--- src/rtl/kpq_pkg.sv ---
package kpq_pkg;

    typedef enum logic [2:0] {
        CMD_KEY_DOWN     = 3'd0,
        CMD_TEXT_BYTE    = 3'd1,
        CMD_MOVE         = 3'd2,
        CMD_BUTTON_DOWN  = 3'd3,
        CMD_BUTTON_UP    = 3'd4,
        CMD_READ_KEY     = 3'd5,
        CMD_READ_POINTER = 3'd6,
        CMD_RESERVED     = 3'd7
    } cmd_t;

    typedef enum logic [1:0] {
        RES_EMPTY = 2'd0,
        RES_KEY   = 2'd1,
        RES_EDGE  = 2'd2,
        RES_CUR   = 2'd3
    } res_kind_t;

    typedef struct packed {
        logic [11:0] x;
        logic [11:0] y;
        logic [2:0]  buttons;
    } edge_t;

    localparam logic [2:0] SPECIAL_NONE     = 3'd0;
    localparam logic [2:0] SPECIAL_UP       = 3'd1;
    localparam logic [2:0] SPECIAL_LEFT     = 3'd4;
    localparam logic [2:0] SPECIAL_KP_ENTER = 3'd5;

    localparam logic [7:0] CHAR_ESC      = 8'h1b;
    localparam logic [7:0] CHAR_DEL      = 8'h7f;
    localparam logic [7:0] CHAR_LBRACKET = 8'h5b;
    localparam logic [7:0] CHAR_CR       = 8'h0d;
    localparam logic [7:0] CHAR_TAB      = 8'h09;
    localparam logic [7:0] CHAR_BS       = 8'h08;
    localparam logic [7:0] CHAR_LOWER_A  = 8'h61;
    localparam logic [7:0] CHAR_LOWER_Z  = 8'h7a;
    localparam logic [7:0] CTRL_OFFSET   = 8'h60;
    localparam logic [7:0] ARROW_BASE    = 8'h40;

    localparam logic       CFG_SCREEN_WIDTH  = 1'b0;
    localparam logic       CFG_SCREEN_HEIGHT = 1'b1;
    localparam logic [12:0] SCREEN_MAX       = 13'd4096;
    localparam logic [12:0] WIDTH_RESET      = 13'd1024;
    localparam logic [12:0] HEIGHT_RESET     = 13'd768;

    localparam logic [1:0] ARROW_LAST_STEP = 2'd2;

    function automatic logic [11:0] clamp_axis(input logic signed [15:0] v,
                                               input logic [12:0] limit);
        logic [12:0] lim;
        logic [12:0] lim_m1;
        logic [11:0] res;
        lim = limit;
        if (limit == 13'd0)
        begin
            lim = 13'd1;
        end
        else if (limit > SCREEN_MAX)
        begin
            lim = SCREEN_MAX;
        end
        lim_m1 = lim - 13'd1;
        if (v < 16'sd0)
        begin
            res = 12'd0;
        end
        else if ($unsigned(v) >= {3'b000, lim})
        begin
            res = lim_m1[11:0];
        end
        else
        begin
            res = v[11:0];
        end
        return res;
    endfunction

    function automatic logic [2:0] button_mask(input logic [2:0] num);
        logic [2:0] m;
        case (num)
            3'd1:    m = 3'b001;
            3'd2:    m = 3'b010;
            3'd3:    m = 3'b100;
            default: m = 3'b000;
        endcase
        return m;
    endfunction

endpackage

--- src/rtl/keyboard_pointer_event_queue_core.sv ---
// channel   direction  handshake            payload
// input     in         in_valid / in_stall  command, key_code, key_special, ctrl_held,
//                                           text_byte, pos_x, pos_y, button_number
// result    out        out_valid/out_stall  key_valid, key_byte, ptr_valid, ptr_x,
//                                           ptr_y, ptr_buttons
// config    in         cfg_wr_en            cfg_index, cfg_data
//
// one transaction per cycle when not stalled; an arrow key holds the input register
// until all its bytes are pushed, as the key ring memory has a single write port
// (one byte per cycle); read results pass the input reg, memory read and output reg
// rst_n clears pointers, pointer state and pipeline valids; the rings need no clearing
// out_stall holds the output register; reads back up and hold all later commands
module keyboard_pointer_event_queue_core #(
    parameter int KEY_DEPTH  = 256,
    parameter int EDGE_DEPTH = 32
) (
    input  logic               clk,
    input  logic               rst_n,
    input  logic               in_valid,
    output logic               in_stall,
    input  logic [2:0]         command,
    input  logic [7:0]         key_code,
    input  logic [2:0]         key_special,
    input  logic               ctrl_held,
    input  logic [7:0]         text_byte,
    input  logic signed [15:0] pos_x,
    input  logic signed [15:0] pos_y,
    input  logic [2:0]         button_number,
    output logic               out_valid,
    input  logic               out_stall,
    output logic               key_valid,
    output logic [7:0]         key_byte,
    output logic               ptr_valid,
    output logic [11:0]        ptr_x,
    output logic [11:0]        ptr_y,
    output logic [2:0]         ptr_buttons,
    input  logic               cfg_wr_en,
    input  logic               cfg_index,
    input  logic [12:0]        cfg_data
);

    localparam int KEY_AW  = $clog2(KEY_DEPTH);
    localparam int EDGE_AW = $clog2(EDGE_DEPTH);
    localparam int EDGE_W  = $bits(kpq_pkg::edge_t);

    // config
    logic [12:0] screen_width_reg;
    logic [12:0] screen_height_reg;

    // input register
    logic               r0_valid_reg, r0_valid_next;
    logic [2:0]         r0_command_reg;
    logic [7:0]         r0_key_code_reg;
    logic [2:0]         r0_key_special_reg;
    logic               r0_ctrl_reg;
    logic [7:0]         r0_text_reg;
    logic signed [15:0] r0_pos_x_reg;
    logic signed [15:0] r0_pos_y_reg;
    logic [2:0]         r0_button_reg;
    logic [1:0]         arrow_step_reg, arrow_step_next;
    kpq_pkg::cmd_t      r0_cmd;

    // ring pointers and pointer state
    logic [KEY_AW-1:0]  key_head_reg, key_head_next;
    logic [KEY_AW-1:0]  key_tail_reg, key_tail_next;
    logic [EDGE_AW-1:0] edge_head_reg, edge_head_next;
    logic [EDGE_AW-1:0] edge_tail_reg, edge_tail_next;
    logic [11:0]        cur_x_reg, cur_x_next;
    logic [11:0]        cur_y_reg, cur_y_next;
    logic [2:0]         cur_buttons_reg, cur_buttons_next;
    logic               move_pending_reg, move_pending_next;

    // read stage
    logic                 r1_valid_reg, r1_valid_next;
    kpq_pkg::res_kind_t   r1_kind_reg, r1_kind_next;
    kpq_pkg::edge_t       r1_cur_reg, r1_cur_next;

    // output register
    logic        ov_valid_reg;
    logic        key_valid_reg, key_valid_next;
    logic [7:0]  key_byte_reg, key_byte_next;
    logic        ptr_valid_reg, ptr_valid_next;
    logic [11:0] ptr_x_reg, ptr_x_next;
    logic [11:0] ptr_y_reg, ptr_y_next;
    logic [2:0]  ptr_buttons_reg, ptr_buttons_next;

    // control
    logic ov_load_ok;
    logic r1_free;
    logic is_read;
    logic is_arrow;
    logic r0_active;
    logic r0_fire;
    logic in_accept;

    // key push decode
    logic       push_req;
    logic [7:0] push_byte;

    logic [KEY_AW-1:0]  key_tail_inc, key_head_inc;
    logic [EDGE_AW-1:0] edge_tail_inc, edge_tail_dec, edge_head_inc;

    logic [11:0] clamp_x, clamp_y;
    logic [2:0]  btn_mask;

    // memory ports
    logic               key_we, key_re;
    logic [7:0]         key_rdata;
    logic               edge_we, edge_re;
    logic [EDGE_AW-1:0] edge_waddr;
    kpq_pkg::edge_t     edge_wdata;
    logic [EDGE_W-1:0]  edge_rdata_raw;
    kpq_pkg::edge_t     edge_rdata;

    assign r0_cmd = kpq_pkg::cmd_t'(r0_command_reg);

    assign ov_load_ok = !ov_valid_reg || !out_stall;
    assign r1_free    = !r1_valid_reg || ov_load_ok;
    assign is_read    = (r0_cmd == kpq_pkg::CMD_READ_KEY) ||
                        (r0_cmd == kpq_pkg::CMD_READ_POINTER);
    assign is_arrow   = (r0_cmd == kpq_pkg::CMD_KEY_DOWN) && !r0_ctrl_reg &&
                        (r0_key_special_reg >= kpq_pkg::SPECIAL_UP) &&
                        (r0_key_special_reg <= kpq_pkg::SPECIAL_LEFT);
    assign r0_active  = r0_valid_reg && (!is_read || r1_free);
    assign r0_fire    = r0_active && (!is_arrow || arrow_step_reg == kpq_pkg::ARROW_LAST_STEP);
    assign in_stall   = r0_valid_reg && !r0_fire;
    assign in_accept  = in_valid && !in_stall;

    assign key_tail_inc  = (key_tail_reg == KEY_AW'(KEY_DEPTH - 1)) ? '0 :
                           key_tail_reg + KEY_AW'(1);
    assign key_head_inc  = (key_head_reg == KEY_AW'(KEY_DEPTH - 1)) ? '0 :
                           key_head_reg + KEY_AW'(1);
    assign edge_tail_inc = (edge_tail_reg == EDGE_AW'(EDGE_DEPTH - 1)) ? '0 :
                           edge_tail_reg + EDGE_AW'(1);
    assign edge_tail_dec = (edge_tail_reg == '0) ? EDGE_AW'(EDGE_DEPTH - 1) :
                           edge_tail_reg - EDGE_AW'(1);
    assign edge_head_inc = (edge_head_reg == EDGE_AW'(EDGE_DEPTH - 1)) ? '0 :
                           edge_head_reg + EDGE_AW'(1);

    assign clamp_x  = kpq_pkg::clamp_axis(r0_pos_x_reg, screen_width_reg);
    assign clamp_y  = kpq_pkg::clamp_axis(r0_pos_y_reg, screen_height_reg);
    assign btn_mask = kpq_pkg::button_mask(r0_button_reg);

    // byte to push for key_down and text_byte
    always_comb
    begin
        push_req  = 1'b0;
        push_byte = 8'd0;
        case (r0_cmd)
            kpq_pkg::CMD_KEY_DOWN:
            begin
                if (r0_ctrl_reg)
                begin
                    if (r0_key_special_reg == kpq_pkg::SPECIAL_NONE &&
                        r0_key_code_reg >= kpq_pkg::CHAR_LOWER_A &&
                        r0_key_code_reg <= kpq_pkg::CHAR_LOWER_Z)
                    begin
                        push_req  = 1'b1;
                        push_byte = r0_key_code_reg - kpq_pkg::CTRL_OFFSET;
                    end
                end
                else if (is_arrow)
                begin
                    push_req = 1'b1;
                    case (arrow_step_reg)
                        2'd0:    push_byte = kpq_pkg::CHAR_ESC;
                        2'd1:    push_byte = kpq_pkg::CHAR_LBRACKET;
                        default: push_byte = kpq_pkg::ARROW_BASE + {5'd0, r0_key_special_reg};
                    endcase
                end
                else if (r0_key_special_reg == kpq_pkg::SPECIAL_KP_ENTER)
                begin
                    push_req  = 1'b1;
                    push_byte = kpq_pkg::CHAR_CR;
                end
                else if (r0_key_special_reg == kpq_pkg::SPECIAL_NONE)
                begin
                    case (r0_key_code_reg)
                        kpq_pkg::CHAR_CR:
                        begin
                            push_req  = 1'b1;
                            push_byte = kpq_pkg::CHAR_CR;
                        end
                        kpq_pkg::CHAR_BS:
                        begin
                            push_req  = 1'b1;
                            push_byte = kpq_pkg::CHAR_DEL;
                        end
                        kpq_pkg::CHAR_ESC:
                        begin
                            push_req  = 1'b1;
                            push_byte = kpq_pkg::CHAR_ESC;
                        end
                        kpq_pkg::CHAR_TAB:
                        begin
                            push_req  = 1'b1;
                            push_byte = kpq_pkg::CHAR_TAB;
                        end
                        default:
                        begin
                            push_req = 1'b0;
                        end
                    endcase
                end
            end
            kpq_pkg::CMD_TEXT_BYTE:
            begin
                push_req  = (r0_text_reg != 8'd0);
                push_byte = r0_text_reg;
            end
            default:
            begin
                push_req = 1'b0;
            end
        endcase
    end

    // per-transaction state update
    always_comb
    begin
        key_head_next     = key_head_reg;
        key_tail_next     = key_tail_reg;
        edge_head_next    = edge_head_reg;
        edge_tail_next    = edge_tail_reg;
        cur_x_next        = cur_x_reg;
        cur_y_next        = cur_y_reg;
        cur_buttons_next  = cur_buttons_reg;
        move_pending_next = move_pending_reg;
        arrow_step_next   = arrow_step_reg;
        key_we            = 1'b0;
        key_re            = 1'b0;
        edge_we           = 1'b0;
        edge_re           = 1'b0;
        edge_waddr        = edge_tail_reg;
        r1_kind_next      = r1_kind_reg;
        r1_cur_next       = r1_cur_reg;

        if (r0_active && is_arrow)
        begin
            arrow_step_next = (arrow_step_reg == kpq_pkg::ARROW_LAST_STEP) ? 2'd0 :
                              arrow_step_reg + 2'd1;
        end

        // ring full drops the byte
        if (r0_active && push_req && key_tail_inc != key_head_reg)
        begin
            key_we        = 1'b1;
            key_tail_next = key_tail_inc;
        end

        if (r0_fire)
        begin
            case (r0_cmd)
                kpq_pkg::CMD_MOVE:
                begin
                    cur_x_next        = clamp_x;
                    cur_y_next        = clamp_y;
                    move_pending_next = 1'b1;
                end
                kpq_pkg::CMD_BUTTON_DOWN, kpq_pkg::CMD_BUTTON_UP:
                begin
                    cur_x_next = clamp_x;
                    cur_y_next = clamp_y;
                    if (r0_cmd == kpq_pkg::CMD_BUTTON_DOWN)
                    begin
                        cur_buttons_next = cur_buttons_reg | btn_mask;
                    end
                    else
                    begin
                        cur_buttons_next = cur_buttons_reg & ~btn_mask;
                    end
                    edge_we = 1'b1;
                    // full ring: overwrite the newest edge, tail stays
                    if (edge_tail_inc == edge_head_reg)
                    begin
                        edge_waddr = edge_tail_dec;
                    end
                    else
                    begin
                        edge_tail_next = edge_tail_inc;
                    end
                end
                kpq_pkg::CMD_READ_KEY:
                begin
                    if (key_head_reg != key_tail_reg)
                    begin
                        key_re        = 1'b1;
                        key_head_next = key_head_inc;
                        r1_kind_next  = kpq_pkg::RES_KEY;
                    end
                    else
                    begin
                        r1_kind_next = kpq_pkg::RES_EMPTY;
                    end
                end
                kpq_pkg::CMD_READ_POINTER:
                begin
                    if (edge_head_reg != edge_tail_reg)
                    begin
                        edge_re        = 1'b1;
                        edge_head_next = edge_head_inc;
                        r1_kind_next   = kpq_pkg::RES_EDGE;
                    end
                    else if (move_pending_reg)
                    begin
                        move_pending_next   = 1'b0;
                        r1_kind_next        = kpq_pkg::RES_CUR;
                        r1_cur_next.x       = cur_x_reg;
                        r1_cur_next.y       = cur_y_reg;
                        r1_cur_next.buttons = cur_buttons_reg;
                    end
                    else
                    begin
                        r1_kind_next = kpq_pkg::RES_EMPTY;
                    end
                end
                default:
                begin
                    move_pending_next = move_pending_reg;
                end
            endcase
        end
    end

    assign edge_wdata.x       = cur_x_next;
    assign edge_wdata.y       = cur_y_next;
    assign edge_wdata.buttons = cur_buttons_next;
    assign edge_rdata         = kpq_pkg::edge_t'(edge_rdata_raw);

    always_comb
    begin
        if (r0_fire && is_read)
        begin
            r1_valid_next = 1'b1;
        end
        else if (ov_load_ok)
        begin
            r1_valid_next = 1'b0;
        end
        else
        begin
            r1_valid_next = r1_valid_reg;
        end
    end

    always_comb
    begin
        if (in_accept)
        begin
            r0_valid_next = 1'b1;
        end
        else if (r0_fire)
        begin
            r0_valid_next = 1'b0;
        end
        else
        begin
            r0_valid_next = r0_valid_reg;
        end
    end

    // result fields from the read stage
    always_comb
    begin
        key_valid_next   = 1'b0;
        key_byte_next    = 8'd0;
        ptr_valid_next   = 1'b0;
        ptr_x_next       = 12'd0;
        ptr_y_next       = 12'd0;
        ptr_buttons_next = 3'd0;
        case (r1_kind_reg)
            kpq_pkg::RES_KEY:
            begin
                key_valid_next = 1'b1;
                key_byte_next  = key_rdata;
            end
            kpq_pkg::RES_EDGE:
            begin
                ptr_valid_next   = 1'b1;
                ptr_x_next       = edge_rdata.x;
                ptr_y_next       = edge_rdata.y;
                ptr_buttons_next = edge_rdata.buttons;
            end
            kpq_pkg::RES_CUR:
            begin
                ptr_valid_next   = 1'b1;
                ptr_x_next       = r1_cur_reg.x;
                ptr_y_next       = r1_cur_reg.y;
                ptr_buttons_next = r1_cur_reg.buttons;
            end
            default:
            begin
                key_valid_next = 1'b0;
            end
        endcase
    end

    always_ff @(posedge clk or negedge rst_n)
    begin
        if (!rst_n)
        begin
            screen_width_reg  <= kpq_pkg::WIDTH_RESET;
            screen_height_reg <= kpq_pkg::HEIGHT_RESET;
            r0_valid_reg      <= 1'b0;
            arrow_step_reg    <= 2'd0;
            key_head_reg      <= '0;
            key_tail_reg      <= '0;
            edge_head_reg     <= '0;
            edge_tail_reg     <= '0;
            cur_x_reg         <= 12'd0;
            cur_y_reg         <= 12'd0;
            cur_buttons_reg   <= 3'd0;
            move_pending_reg  <= 1'b0;
            r1_valid_reg      <= 1'b0;
            ov_valid_reg      <= 1'b0;
        end
        else
        begin
            if (cfg_wr_en && cfg_index == kpq_pkg::CFG_SCREEN_WIDTH)
            begin
                screen_width_reg <= cfg_data;
            end
            if (cfg_wr_en && cfg_index == kpq_pkg::CFG_SCREEN_HEIGHT)
            begin
                screen_height_reg <= cfg_data;
            end
            r0_valid_reg     <= r0_valid_next;
            arrow_step_reg   <= arrow_step_next;
            key_head_reg     <= key_head_next;
            key_tail_reg     <= key_tail_next;
            edge_head_reg    <= edge_head_next;
            edge_tail_reg    <= edge_tail_next;
            cur_x_reg        <= cur_x_next;
            cur_y_reg        <= cur_y_next;
            cur_buttons_reg  <= cur_buttons_next;
            move_pending_reg <= move_pending_next;
            r1_valid_reg     <= r1_valid_next;
            if (ov_load_ok)
            begin
                ov_valid_reg <= r1_valid_reg;
            end
        end
    end

    // payload registers
    always_ff @(posedge clk)
    begin
        if (in_accept)
        begin
            r0_command_reg     <= command;
            r0_key_code_reg    <= key_code;
            r0_key_special_reg <= key_special;
            r0_ctrl_reg        <= ctrl_held;
            r0_text_reg        <= text_byte;
            r0_pos_x_reg       <= pos_x;
            r0_pos_y_reg       <= pos_y;
            r0_button_reg      <= button_number;
        end
        if (r0_fire && is_read)
        begin
            r1_kind_reg <= r1_kind_next;
            r1_cur_reg  <= r1_cur_next;
        end
        if (ov_load_ok)
        begin
            key_valid_reg   <= key_valid_next;
            key_byte_reg    <= key_byte_next;
            ptr_valid_reg   <= ptr_valid_next;
            ptr_x_reg       <= ptr_x_next;
            ptr_y_reg       <= ptr_y_next;
            ptr_buttons_reg <= ptr_buttons_next;
        end
    end

    kpq_ram #(
        .WIDTH (8),
        .DEPTH (KEY_DEPTH)
    ) u_key_ram (
        .clk   (clk),
        .we    (key_we),
        .waddr (key_tail_reg),
        .wdata (push_byte),
        .re    (key_re),
        .raddr (key_head_reg),
        .rdata (key_rdata)
    );

    kpq_ram #(
        .WIDTH (EDGE_W),
        .DEPTH (EDGE_DEPTH)
    ) u_edge_ram (
        .clk   (clk),
        .we    (edge_we),
        .waddr (edge_waddr),
        .wdata (edge_wdata),
        .re    (edge_re),
        .raddr (edge_head_reg),
        .rdata (edge_rdata_raw)
    );

    assign out_valid   = ov_valid_reg;
    assign key_valid   = key_valid_reg;
    assign key_byte    = key_byte_reg;
    assign ptr_valid   = ptr_valid_reg;
    assign ptr_x       = ptr_x_reg;
    assign ptr_y       = ptr_y_reg;
    assign ptr_buttons = ptr_buttons_reg;

    a_read_reaches_stage: assert property (@(posedge clk) disable iff (!rst_n)
        (r0_fire && is_read) |=> r1_valid_reg)
        else $error("read transaction did not reach the read stage");

    a_result_exclusive: assert property (@(posedge clk) disable iff (!rst_n)
        out_valid |-> !(key_valid && ptr_valid))
        else $error("key and pointer result both valid");

    a_edge_ring_nonempty: assert property (@(posedge clk) disable iff (!rst_n)
        edge_we |=> (edge_head_reg != edge_tail_reg))
        else $error("edge ring empty after a push");

    a_no_stall_when_empty: assert property (@(posedge clk) disable iff (!rst_n)
        !r0_valid_reg |-> !in_stall)
        else $error("input stalled with an empty input register");

endmodule

--- src/rtl/kpq_ram.sv ---
module kpq_ram #(
    parameter int WIDTH = 8,
    parameter int DEPTH = 256
) (
    input  logic                     clk,
    input  logic                     we,
    input  logic [$clog2(DEPTH)-1:0] waddr,
    input  logic [WIDTH-1:0]         wdata,
    input  logic                     re,
    input  logic [$clog2(DEPTH)-1:0] raddr,
    output logic [WIDTH-1:0]         rdata
);

    logic [WIDTH-1:0] mem [DEPTH];

    always_ff @(posedge clk)
    begin
        if (we)
        begin
            mem[waddr] <= wdata;
        end
        if (re)
        begin
            rdata <= mem[raddr];
        end
    end

endmodule

--- config.mk ---
export PLATFORM = sky130hd
export DESIGN_NAME = keyboard_pointer_event_queue_core
export DESIGN_NICKNAME = d
export VERILOG_FILES = /design/src/rtl/kpq_pkg.sv /design/src/rtl/keyboard_pointer_event_queue_core.sv /design/src/rtl/kpq_ram.sv
export SDC_FILE = /design/constraint.sdc
export NUM_CORES = 2
export LEC_CHECK = 0
export BUFFER_PORTS_ARGS = -buffer_cell sky130_fd_sc_hd__buf_2
export CAP_MARGIN = 15
export CORE_ASPECT_RATIO = 1.25
export CORE_MARGIN = 1.5
export CORE_UTILIZATION = 35
export CTS_BUF_LIST = sky130_fd_sc_hd__clkbuf_8
export CTS_CLUSTER_DIAMETER = 30
export CTS_CLUSTER_SIZE = 16
export DETAILED_ROUTE_END_ITERATION = 10
export PLACE_DENSITY = 0.47
export SLEW_MARGIN = 15
export SYNTH_ARGS = -nofsm -noshare
export SYNTH_HDL_FRONTEND = slang
export SYNTH_SLANG_ARGS = --single-unit
export TNS_END_PERCENT = 5
--- constraint.sdc ---
create_clock -name clk -period 14.8 [get_ports clk]
set_clock_uncertainty 0.05 [all_clocks]
set_input_delay 0.74 -clock clk [delete_from_list [all_inputs] [get_ports clk]]
set_output_delay 0.74 -clock clk [all_outputs]
set_load 0.02 [all_outputs]
* After elaboration in Yosys (flattened, before gate mapping)
Memories as Yosys holds them, arrays and structs flattened. A register that Yosys moved wholly into a read port is not among the register bits. Index checks and enable logic that the tools add are counted.
Word-level totals: register bits 209, bits in writable memories 2912, input bits 77, output and inout bits 39, logic and storage cells 205, memories kept 2
Operators by class: $add $sub $neg 10, magnitude comparators 10, equal/unequal tests 28, multiplexer cells 68, bitwise gates (word level) 6, reduce and logical (&&, ||, !) cells 49
Memories:
- u_key_ram.mem | depth 256, bits a word 8, read ports 1, clocked after Yosys merged registers in 1, write ports 1, RTL line kpq_ram.sv:14 | logic [WIDTH-1:0] mem [DEPTH];
- u_edge_ram.mem | depth 32, bits a word 27, read ports 1, clocked after Yosys merged registers in 1, write ports 1, RTL line kpq_ram.sv:14
Operators by type and width (count):
- $mux 12 | 8
- $mux 13 | 4
- $pmux 12 s2 | 2
- $mux 8 | 5
- $ge 16x13->1 | 2
- $lt 16x1->1 const B | 2
- $pmux 8 s2 | 2
- $mux 5 | 6
- $pmux 7 s4 | 1
- $mux 1 | 27
- $gt 13x13->1 const B | 2
- $logic_not 13->1 | 2
- $eq 8x4->1 const B | 3
- $sub 12x1->12 const B | 2
- $add 8x1->8 const B | 2
- $eq 8x8->1 const B | 2
- $ne 8x8->1 | 2
- $logic_and 1x1->1 | 15
- $reduce_and 3->1 | 5
- $mux 7 | 2
- $eq 3x2->1 const B | 4
- $eq 3x3->1 const B | 4
- $add 5x1->5 const B | 2
- $eq 5x5->1 const B | 2
- other kinds (36) | 63

* Longest topological paths before layout
depth after elaboration 13, mapped depth 15, gate-level depth less buffers 13

* Cells and area by module
A second synthesis with hierarchy kept.
Unflattened totals: cells, all modules 6559, area total of the unflattened synthesis 124659.6 µm²
By module, submodules not included:
- kpq_ram at u_key_ram | instances 1, cells an instance 3733, area each 79636.4 µm², seq. area each 61739.2 µm²
- kpq_ram at u_edge_ram | instances 1, cells an instance 1915, area each 34493.1 µm², seq. area each 26755.7 µm²
- keyboard_pointer_event_queue_core | instances 1, cells an instance 911, area each 10530.1 µm², seq. area each 5854.4 µm²

* Worst setup path before layout
OpenSTA, ideal clock, no wires.
kind reg2reg, start point reg r0_command_reg[1] (netlist: r0_cmd[1]), end point mem u_key_ram.mem[0][3] (data pin), setup time 2232 ps, arrival time 11775 ps, required time 12518 ps, path slack 743 ps, cell stages (with the launch flop) 6, path buffers 0, period minus slack after synthesis 14057 ps, path through edfxtp_1 > or4_1 > nor3_2 > a41o_1 > and4b_4 > o31ai_1
Between the ends: cells in the longest elaborated chain, start to end 7, elaborated cells between the ends (all ways) 8, those cells by class eq/ne (1); mux (3); reduce/logical (4)
Ends and longest elaborated chain:
- start: declaration | RTL line keyboard_pointer_event_queue_core.sv:52 | logic [2:0] r0_command_reg;
- start signal: assignment | RTL line keyboard_pointer_event_queue_core.sv:450 | r0_command_reg <= command;
- $logic_not 3->1 | RTL line keyboard_pointer_event_queue_core.sv:121, keyboard_pointer_event_queue_core.sv:149
- $logic_and 1x1->1 (2 in a row) | RTL line keyboard_pointer_event_queue_core.sv:121 | assign is_arrow = (r0_cmd == kpq_pkg::CMD_KEY_DOWN) && !r0_ctrl_reg &&
- $logic_and 1x1->1 | RTL line keyboard_pointer_event_queue_core.sv:122 | (r0_key_special_reg >= kpq_pkg::SPECIAL_UP) &&
- $mux 8 | RTL line keyboard_pointer_event_queue_core.sv:162 | else if (is_arrow)
- $mux 8 | RTL line keyboard_pointer_event_queue_core.sv:152 | if (r0_ctrl_reg)
- $pmux 8 s2 * | RTL line keyboard_pointer_event_queue_core.sv:149 | case (r0_cmd)
- via push_byte[3] | RTL line keyboard_pointer_event_queue_core.sv:98 | logic [7:0] push_byte;
- end: declaration | RTL line kpq_ram.sv:14
The timed path passes the listed nets; every way through them passes the cells marked *.

* Worst setup path after layout
start point reg key_head_reg[1], end point reg u_key_ram.rdata[6], read port of u_key_ram.mem (data pin)
Between the ends: cells in the longest elaborated chain, start to end 4
Ends and longest elaborated chain:
- start: declaration | RTL line keyboard_pointer_event_queue_core.sv:64 | logic [KEY_AW-1:0] key_head_reg, key_head_next;
- start signal: assignment | RTL line keyboard_pointer_event_queue_core.sv:429 | key_head_reg <= key_head_next;
- $ne 8x8->1 | RTL line keyboard_pointer_event_queue_core.sv:285 | if (key_head_reg != key_tail_reg)
- $mux 1 | RTL line keyboard_pointer_event_queue_core.sv:285
- $mux 1 | RTL line keyboard_pointer_event_queue_core.sv:253 | case (r0_cmd)
- $mux 1 | RTL line keyboard_pointer_event_queue_core.sv:251 | if (r0_fire)
- end: declaration | RTL line kpq_ram.sv:11 | output logic [WIDTH-1:0] rdata
Several ways; a longest one is shown, not always the timed one. A chain may end at the register's enable or synchronous reset.

==> results.cfg <==
[layout]
multi_input_comb_area_sq_um = 28500
largest_register = u_key_ram.mem
utilization_pct = 41.0
largestRegisters = u_key_ram.mem x2048, u_edge_ram.mem x864
final-seq-area_sq_um = 94400
n_fill_cell = 31200
drive_above_1_share_pct = 30.8
stdcell_count = 11700
nets = 6648
final_area_sq_um = 145000
syn_to_final_growth_pct = 16.5
largest_reg_flops = 2048

[sta]
rsz0062_at_grt = no
finalWorstSetupSlack_ns = 8.91
worst_pin_slew_ns = 1.36
layout_min_cycle_time_ns = 5.89
hold_ws_ns = 0.181
min_period_over_period_pct = 39.8
tns_ns = 0
slew_viol_final = 0
fmax_ghz = 0.170
hold_viol = 0
slew_headroom_pct = 9.60
setup_viol = 0

[placement]
port_buffers = 115
hpwl_um = 216000
dp_slack_ns = 8.82
place_congestion = 0.819
dp_cells = 10500
post_dp_cell_area_sq_um = 131000

[routing]
via_per_inst = 5.39
routed_wl_um = 367000
dr.pass1.iters = 5
wl_per_cell_um = 31.3
ant_nets = 0
drc = 0
drt_iter0_drc = 5862
vias = 63100

[cts]
cts.sinks = 3156
cts_root_buf = clkbuf_8
cts_resized = 0
cts_tree = built
clk_pin_slew_ns = 0.06
ctsHtreeMaxLevel = 6
cts.path.max_buffers = 4
numCtsBuffers = 593
post_cts.repair.setup_buffers = 0
clk_latency_ns = 1.21

[die]
ios = 116
dieArea_sq_um = 358000
num_rows = 244
core_area_sq_um = 353000
die_y_um = 669
die_w_um = 536
start_util_pct = 35.2

[global_route]
grt_max_degree = 184
grt_overflow = 0
grt_pass1_wl_um = 514000
antenna_found_initial = 19
grt_usage_pct = 20.3
grt_pass1_vias = 66300

[logic_synthesis]
synth_edf_count = 3071
ys_seq_area_share_pct = 76.0
synth_ff_type = edfxtp_1
syn_area_per_cell_sq_um = 21.1
synth_nets = 6014
synthDistinctLibCells = 87
synthCells = 5898
ys_warn_count = 0
ys_seq_elements = 3156
syn_area_sq_um = 124000
synthArstFlopShare_pct = 2.69

[worst_setup_path]
r2r_start = key_head_reg[1]
cp-end-kind = flip-flop
r2r_cells = 10
path_max_fanout = 42
ff2ff_setup_slack_ns = 8.91
worst_ep_arrival_time_ns = 6.75
critPathLaunch = key_head_reg[1]
crit_path_start_kind = flip-flop
reg2reg_to = u_key_ram.rdata[6]
crit_required_ns = 15.66
worstSetupPathType = reg2reg

[power]
ir_worst_vdd_mv = 0.170
p_total_mw = 25.1
powerDensity_nw_per_um2 = 174
cellLeakagePower_nw = 47.4

[status]
status = finished clean

[min_path]
min_path_type = in2async

[run]
maxCapViolCount = 0
-- report_power, final --
part / total [mW] / internal, mW / switching, mW
Sequential: 10.4 / 10.1 / 0.266
Combinational: 5.58 / 2.37 / 3.21
Clock: 9.15 / 5.11 / 4.04
Total: 25.1 / 17.6 / 7.51
-- per-layer routing --
layer | vias to the layer above | track usage [%] | share of wire [%]
met5 | - | 0 | 0.0035
met4 | 2 | 6.03 | 2.7
met3 | 560 | 3.49 | 5.8
met2 | 2175 | 35.0 | 51
met1 | 34300 | 26.2 | 41
li1 | 26200 | - | -
-- critical path: stages (launching register included) --
cell and delay (ns):
dfrtp_4 0.86, buf_4 0.59, buf_4 0.67, buf_4 0.66, mux4_1 0.40, a22o_1 0.24, a221oi_1 0.55, o22ai_1 0.15
nor3_1 0.71, o22a_1 0.43, o21ai_1 0.12
-- what timing repair did --
item | 4_1_cts | 5_1_grt
hold buffers | 76 | 0
endpoints found under the setup margin | 0 | 0
endpoints found under the hold margin | 133 | 0
-- layout by cell type, fill, tap and decap left out, drive strengths merged, types with 19 or more instances in the layout --
cell type	instances
a211oi	23
a21oi	85
a221oi	31
a22o	19
a22oi	92
and2	29
buf	309
bufinv	66
clkbuf	604
clkinv	204
clkinvlp	67
dfrtp	82
dlygate4sd3	76
edfxtp	3071
ha	39
inv	175
mux2	66
mux2i	168
mux4	755
nand2	174
nand3	43
nand4	31
nor2	295
nor2b	49
nor3	89
o21ai	85
o221ai	22
o22ai	29
xnor2	28
-- synth_stat cells, types with 41 or more instances --
cell      count  area share, %
edfxtp_1   3071             74
mux4_2      716             13
nor2_1      295           0.89
nand2_1     174           0.53
mux2i_1     168            1.4
clkbuf_1    139           0.42
buf_2       102           0.41
a22oi_1      92           0.56
nor3_1       87           0.35
a21oi_1      85           0.34
dfrtp_1      82            1.7
o21ai_0      80           0.32
mux2_2       66           0.60
nor2b_1      49           0.25
buf_6        41           0.37
nand3_1      41           0.17
-- worst max-delay path by stage --
stage / endpoint / slack, ns
floorplan: u_key_ram.mem[0][3] / 0.74
global placement: u_key_ram.rdata[2] / 8.75
detailed placement: u_key_ram.rdata[4] / 8.82
CTS: u_key_ram.rdata[4] / 8.78
global route: u_key_ram.rdata[4] / 8.56
finish: u_key_ram.rdata[6] / 8.91
-- area by class of cell --
cell class	instances	area share (%)
multi-input cells	2369	19.7
repair buffers	385	1.99
diodes	13	0.0225
inverters	27	0.0718
clock buffers	604	5.75
clock inverters	485	3.18
well taps	4674	4.04
flip-flops and latches	3156	65.2
-- cell families after synthesis --
kind of cell    after synthesis  share of synthesized area [%]
buf+inv                     373                           1.67
compound gates              494                           2.74
xor+xnor                     43                          0.303
mux                         989                           15.8
fa+ha+maj                    39                          0.393
simple gates                804                           3.14
flops                      3156                           76.0
Power figures use the tool's default switching activity.
